[config.mk]
export PLATFORM = sky130hd
export DESIGN_NAME = pmb_cordic_stage
export DESIGN_NICKNAME = d
export VERILOG_FILES = /design/src/rtl/pmb_pkg.sv /design/src/rtl/pmb_cordic_stage.sv
export SDC_FILE = /design/constraint.sdc
export NUM_CORES = 1
export LEC_CHECK = 0
export ABC_CLOCK_PERIOD_IN_PS = 5400
export BUFFER_PORTS_ARGS = -buffer_cell sky130_fd_sc_hd__buf_4
export CORE_UTILIZATION = 45
export DETAILED_ROUTE_END_ITERATION = 10
export MAX_ROUTING_LAYER = met4
export PLACE_DENSITY = 0.69
export SYNTH_ARGS = -nofsm -noshare
export SYNTH_HDL_FRONTEND = slang
export SYNTH_SLANG_ARGS = --single-unit
[constraint.sdc]
create_clock -name clk -period 5.4 [get_ports clk]
set_input_delay 0.54 -clock clk [delete_from_list [all_inputs] [get_ports clk]]
set_output_delay 0.54 -clock clk [all_outputs]
set_load 0.02 [all_outputs]
[src/rtl/pmb_pkg.sv]
// ----------------------------------------------------------------------------
// pmb_pkg: shared constants and tables for the momentum-direction block
// Fixed-point constants, CORDIC angle table and stage count limits.
// ----------------------------------------------------------------------------
package pmb_pkg;

  localparam int CordicStagesDefault = 14;
  localparam int TabLen = 32;

  localparam logic signed [16:0] Pi13 = 17'sd25736;
  localparam logic signed [17:0] TwoPi13 = 18'sd51472;
  localparam logic signed [35:0] Pi30 = 36'sd3373259426;
  localparam logic signed [35:0] HalfPi30 = 36'sd1686629713;
  localparam logic signed [35:0] One30 = 36'sd1073741824;
  localparam logic signed [35:0] Gain30 = 36'sh026DD3B6A;

  // floor(atan(2^-i) * 2^30)
  function automatic logic signed [35:0] atan_tab(input int i);
    logic [31:0] v;
    begin
      case (i)
        0: v = 32'h3243F6A8;  1: v = 32'h1DAC6705;  2: v = 32'h0FADBAFC;
        3: v = 32'h07F56EA6;  4: v = 32'h03FEAB76;  5: v = 32'h01FFD55B;
        6: v = 32'h00FFFAAA;  7: v = 32'h007FFF55;  8: v = 32'h003FFFEA;
        9: v = 32'h001FFFFD;  10: v = 32'h000FFFFF; 11: v = 32'h0007FFFF;
        12: v = 32'h0003FFFF; 13: v = 32'h0001FFFF; 14: v = 32'h0000FFFF;
        15: v = 32'h00007FFF; 16: v = 32'h00003FFF; 17: v = 32'h00001FFF;
        18: v = 32'h00000FFF; 19: v = 32'h000007FF; 20: v = 32'h000003FF;
        21: v = 32'h000001FF; 22: v = 32'h000000FF; 23: v = 32'h0000007F;
        24: v = 32'h0000003F; 25: v = 32'h0000001F; 26: v = 32'h0000000F;
        27: v = 32'h00000007; 28: v = 32'h00000003; 29: v = 32'h00000001;
        default: v = 32'h0;
      endcase
      atan_tab = $signed({4'b0, v});
    end
  endfunction

endpackage

[src/rtl/pmb_cordic_stage.sv]
// ----------------------------------------------------------------------------
// pmb_cordic_stage: one registered CORDIC micro-rotation
// Rotation mode steers on sign of z, vectoring mode on sign of y.
// ----------------------------------------------------------------------------
module pmb_cordic_stage #(
  parameter int Shift = 0,
  parameter bit Vectoring = 1'b0,
  parameter int SideW = 20
) (
  input  logic                    clk,
  input  logic                    rst,
  input  logic                    in_valid,
  input  logic signed [35:0]      in_x,
  input  logic signed [35:0]      in_y,
  input  logic signed [35:0]      in_z,
  input  logic [SideW-1:0]        in_side,
  output logic                    out_valid,
  output logic signed [35:0]      out_x,
  output logic signed [35:0]      out_y,
  output logic signed [35:0]      out_z,
  output logic [SideW-1:0]        out_side
);

  logic signed [35:0] dx, dy, ang;
  logic               up;

  always_comb begin
    dx  = in_y >>> Shift;
    dy  = in_x >>> Shift;
    ang = pmb_pkg::atan_tab(Shift);
    up  = Vectoring ? (in_y > 0) : (in_z >= 0);
  end

  always_ff @(posedge clk) begin
    if (rst) out_valid <= 1'b0;
    else out_valid <= in_valid;
  end

  always_ff @(posedge clk) begin
    out_side <= in_side;
    if (up) begin
      if (Vectoring) begin
        out_x <= in_x + dx; out_y <= in_y - dy; out_z <= in_z + ang;
      end else begin
        out_x <= in_x - dx; out_y <= in_y + dy; out_z <= in_z - ang;
      end
    end else begin
      if (Vectoring) begin
        out_x <= in_x - dx; out_y <= in_y + dy; out_z <= in_z - ang;
      end else begin
        out_x <= in_x + dx; out_y <= in_y - dy; out_z <= in_z + ang;
      end
    end
  end

endmodule

==> impl.org <==
** Global route
- The first global-routing pass estimated 53.15 mm of wire.
- GR Util All Layers :: 0.2880
- The number of global-route vias before repair was 10,206.
- Entering global routing, the biggest net connects 65 pins.
- Total grt overflow :: 0
- The initial antenna violation count came to 0.

** Finish
- Layout net count :: 1,850
- Area growth, synth to finish :: 25.72%
- Most common cell after layout, fill and taps aside :: sky130_fd_sc_hd__buf_4
- In the final layout, the share of cells above drive strength 1 is 0.2011.
- Layout Utilization :: 0.5832
- The top cell types in the final layout, fill and taps aside, are sky130_fd_sc_hd__buf_4 (263), sky130_fd_sc_hd__a21oi_1 (168), sky130_fd_sc_hd__ha_1 (137), sky130_fd_sc_hd__dfxtp_1 (128), sky130_fd_sc_hd__inv_1 (125).
- 0 antenna diodes ended up in the layout.

** Place
- Worst slack at placement :: 0.7921 ns
- After legalization and detailed placement, the total HPWL measured 27.58 mm.
- The congestion estimate from routability-driven global placement came to 0.9111.
- IO Port Bufs :: 259

** Critical path
- STA puts the critical path data required time at 5.71 ns.
- Critical-path cell with the highest stage delay :: sky130_fd_sc_hd__buf_4
- Sequence of cells on the critical path :: buf_4, inv_1, ha_1, nor4b_1, nand4_1, nor3_1, nand2b_2, buf_4, ha_1, and3_1, nand2_1, o221ai_1, a22o_1, a41o_1, a41oi_1, a21oi_1, o21ai_0, nand2b_1, xnor2_1
- At the worst endpoint, the arrival time is 4.51 ns.
- Tracing the worst setup path back leads to its startpoint at in_z[35].
- Along the worst path, the maximum fanout reaches 64.
- The worst setup path is captured at a flop.
- For this run, the slowest stage of the critical path takes 0.61 ns.
- Kind of critical path :: in2reg
- The most critical setup path has its endpoint at out_z[34].
- CP Launch Type :: input pin

** Job
- The tool flagged a number of max-cap violations equal to 0.

** Clock tree
- Number of buffers inserted during clock tree synthesis :: 17
- Clock tree buffer depth :: 2
- Post-CTS repair changed the size of 0 cells.
- Clock tree synthesis selected as its root buffer the cell sky130_fd_sc_hd__clkbuf_16.
- Number of hold buffers added after CTS :: 0
- CTS tree :: built
- H-tree Lvls :: 4
- Number of clock sinks seen by CTS :: 128
- Reg clk slew, reported paths :: 0.06 ns
- Once the clock tree was built, the setup fixing pass inserted 0 buffers.

** Logic synthesis
- In the synthesized netlist the dominant register cell turns out to be sky130_fd_sc_hd__dfxtp_1.
- The synthesized design contains 128 register bits.
- Sequential cell area fraction in the yosys report :: 0.2418
- Cells after synthesis :: 1,351
- Counting distinct cell types in the post-synthesis netlist gives 81.
- Of all flip-flops after synthesis, the portion carrying an async set or reset was 0.
- EDFF count, synth :: 0
- Number of warning messages in the yosys log :: 0
- When the netlist entered floorplanning its net count stood at 1,623.
- Netlist Area Pre-Place :: 10,600 sq um
- Mapped Avg Cell Area :: 7.845 sq um

** Die
- After floorplanning, the core was divided into 55 placement rows.
- Die Area :: 24,170 sq um
- Vertical extent of the die :: 155.5 um
- In this run the horizontal extent of the chip is 155.5 um.
- Effective utilization at floorplan :: 0.4639
- Number of top-level design ports :: 260
- The region available for standard cell placement spans 22,850 sq um.

** STA
- Setup Viol. Count Final :: 0
- FMAX :: 238.1 MHz
- The count of final max-slew check failures was 0.
- Crit share post-route :: 0.7777
- For the pin with the worst max-slew slack, the measured transition is 0.8418 ns.
- Across all hold checks on the routed design, the worst slack comes to 0.2153 ns.
- The worst pin sits at a relative slew slack of 0.4328.
- Setup repair after global routing missed its margin :: no
- The hold violation total from the final report is 0.
- Across all setup checks in the final design, the least slack found is 1.200 ns.
- Counting I/O delays and the setup requirement, the final critical path takes 4.200 ns.
- Setup TNS :: 0 ns

** Detailed routing
- Detailed-route wire length :: 34.46 mm
- Number of nets with antenna violations after detailed routing :: 0
- In the final routed layout, each cell accounts on average for 18.10 um.
- Drt drc :: 0
- For this block, the initial DRC count from the detailed router was 749.
- Vias per cell :: 5.652
- Number of iterations in the first detailed-routing pass :: 6
- The detailed router placed 10,761 vias in this run.

** Min path
- Min-delay worst type :: in2reg

** Power and ir drop
- In this run the static leakage power is 6.335 nW.
- Overall power consumption after layout is estimated at 4.026 mW.
- Pwr Density :: 302.1 nW/um^2
- Worst vdd rail ir drop :: 0.0001715 V

** Run status
- Run status :: finished clean
[layer usage]
layer  GRT usage  part of all wire
met4     0.09057             0.026
met5           -                 0
met3     0.06964             0.076
met2      0.4732              0.47
met1      0.3464              0.43
[cell usage after synthesis, types with 4 or more instances]
cell                        number  area, sq um
sky130_fd_sc_hd__a21oi_1       168        840.8
sky130_fd_sc_hd__ha_1          137         1714
sky130_fd_sc_hd__dfxtp_1       128         2562
sky130_fd_sc_hd__inv_1         125        469.2
sky130_fd_sc_hd__nor2_1        115        431.7
sky130_fd_sc_hd__o21ai_0        75        375.4
sky130_fd_sc_hd__xnor2_1        74        648.1
sky130_fd_sc_hd__nand2_1        72        270.3
sky130_fd_sc_hd__a21o_1         43        322.8
sky130_fd_sc_hd__o21bai_1       31        232.7
sky130_fd_sc_hd__clkbuf_1       27        101.4
sky130_fd_sc_hd__nand4_1        25        156.4
sky130_fd_sc_hd__nand3_1        24        120.1
sky130_fd_sc_hd__nor3_1         23        115.1
sky130_fd_sc_hd__xor2_1         22        192.7
sky130_fd_sc_hd__nor4_1         19        118.9
sky130_fd_sc_hd__a31oi_1        18        112.6
sky130_fd_sc_hd__nand2b_1       16        100.1
sky130_fd_sc_hd__a211oi_1       15        112.6
sky130_fd_sc_hd__buf_2          15        75.07
sky130_fd_sc_hd__mux2i_1        13        130.1
sky130_fd_sc_hd__buf_1          11        41.29
sky130_fd_sc_hd__nor2b_1        11        68.82
sky130_fd_sc_hd__o21a_1         11        82.58
sky130_fd_sc_hd__o31ai_1        10        75.07
sky130_fd_sc_hd__o21ai_1         8        40.04
sky130_fd_sc_hd__o221ai_1        7        61.31
sky130_fd_sc_hd__o211ai_1        6        45.04
sky130_fd_sc_hd__a221o_1         5        50.05
sky130_fd_sc_hd__and3_1          5        31.28
sky130_fd_sc_hd__or2_2           5        31.28
sky130_fd_sc_hd__a2111oi_0       4        35.03
sky130_fd_sc_hd__fa_1            4        80.08
sky130_fd_sc_hd__nor3b_1         4        30.03
[registers in the layout, indices dropped and copies added (netlist names)]
name / flops
out_side: 20
out_x: 36
out_z: 36
out_y: 35
out_valid: 1
[power breakdown]
| part | internal, mW | switching [mW] | leakage [nW] |
|---|---|---|---|
| combinational | 0.666 | 0.981 | 4.96 |
| sequential | 1.14 | 0.0581 | 1.08 |
| clock | 0.727 | 0.456 | 0.291 |
[area by class of cell]
| class | count | area [sq um] |
|---|---|---|
| Fill cell | 2180 | 9522 |
| Multi-Input combinational cell | 1039 | 7318 |
| Sequential cell | 128 | 2562 |
| Timing Repair Buffer | 263 | 1974 |
| Clock buffer | 19 | 432.9 |
| Inverter | 129 | 484.2 |
| Tap cell | 313 | 391.6 |
| Clock inverter | 13 | 161.4 |
[per-stage QoR]
| stage | cells | cell area (sq um) |
|---|---|---|
| CTS | 1904 | 13330 |
| global placement | 1872 | 12730 |
| global route | 1904 | 13330 |
| detailed placement | 1872 | 12730 |
| finish | 1904 | 13330 |
| floorplan | 1351 | 10600 |
[critical path: cells and delay by family]
| kind | cells | cell delay [ns] |
|---|---|---|
| simple gates | 7 | 1.24 |
| compound gates | 6 | 1.24 |
| buf+inv | 3 | 0.80 |
| fa+ha+maj | 2 | 0.55 |
| xor+xnor | 1 | 0.12 |
[how the worst min path moves through the flow]
stage                startpoint           end  slack [ns]  cells past startpoint
finish               in_side[4]   out_side[4]        0.22                      1
global route         in_side[4]   out_side[4]        0.20                      1
CTS                  in_side[4]   out_side[4]        0.21                      1
detailed placement  in_side[14]  out_side[14]        0.65                      1
global placement     in_side[9]   out_side[9]        0.64                      1
floorplan            in_side[0]   out_side[0]        0.57                      0
[cells by family after synthesis]
logic type / after synthesis / synth area share
fa+ha+maj: 141 / 0.1693
compound gates: 450 / 0.2735
xor+xnor: 96 / 0.07933
mux: 13 / 0.01228
flops: 128 / 0.2418
simple gates: 339 / 0.1558
buf+inv: 184 / 0.06800
Power figures use the tool's default switching activity.
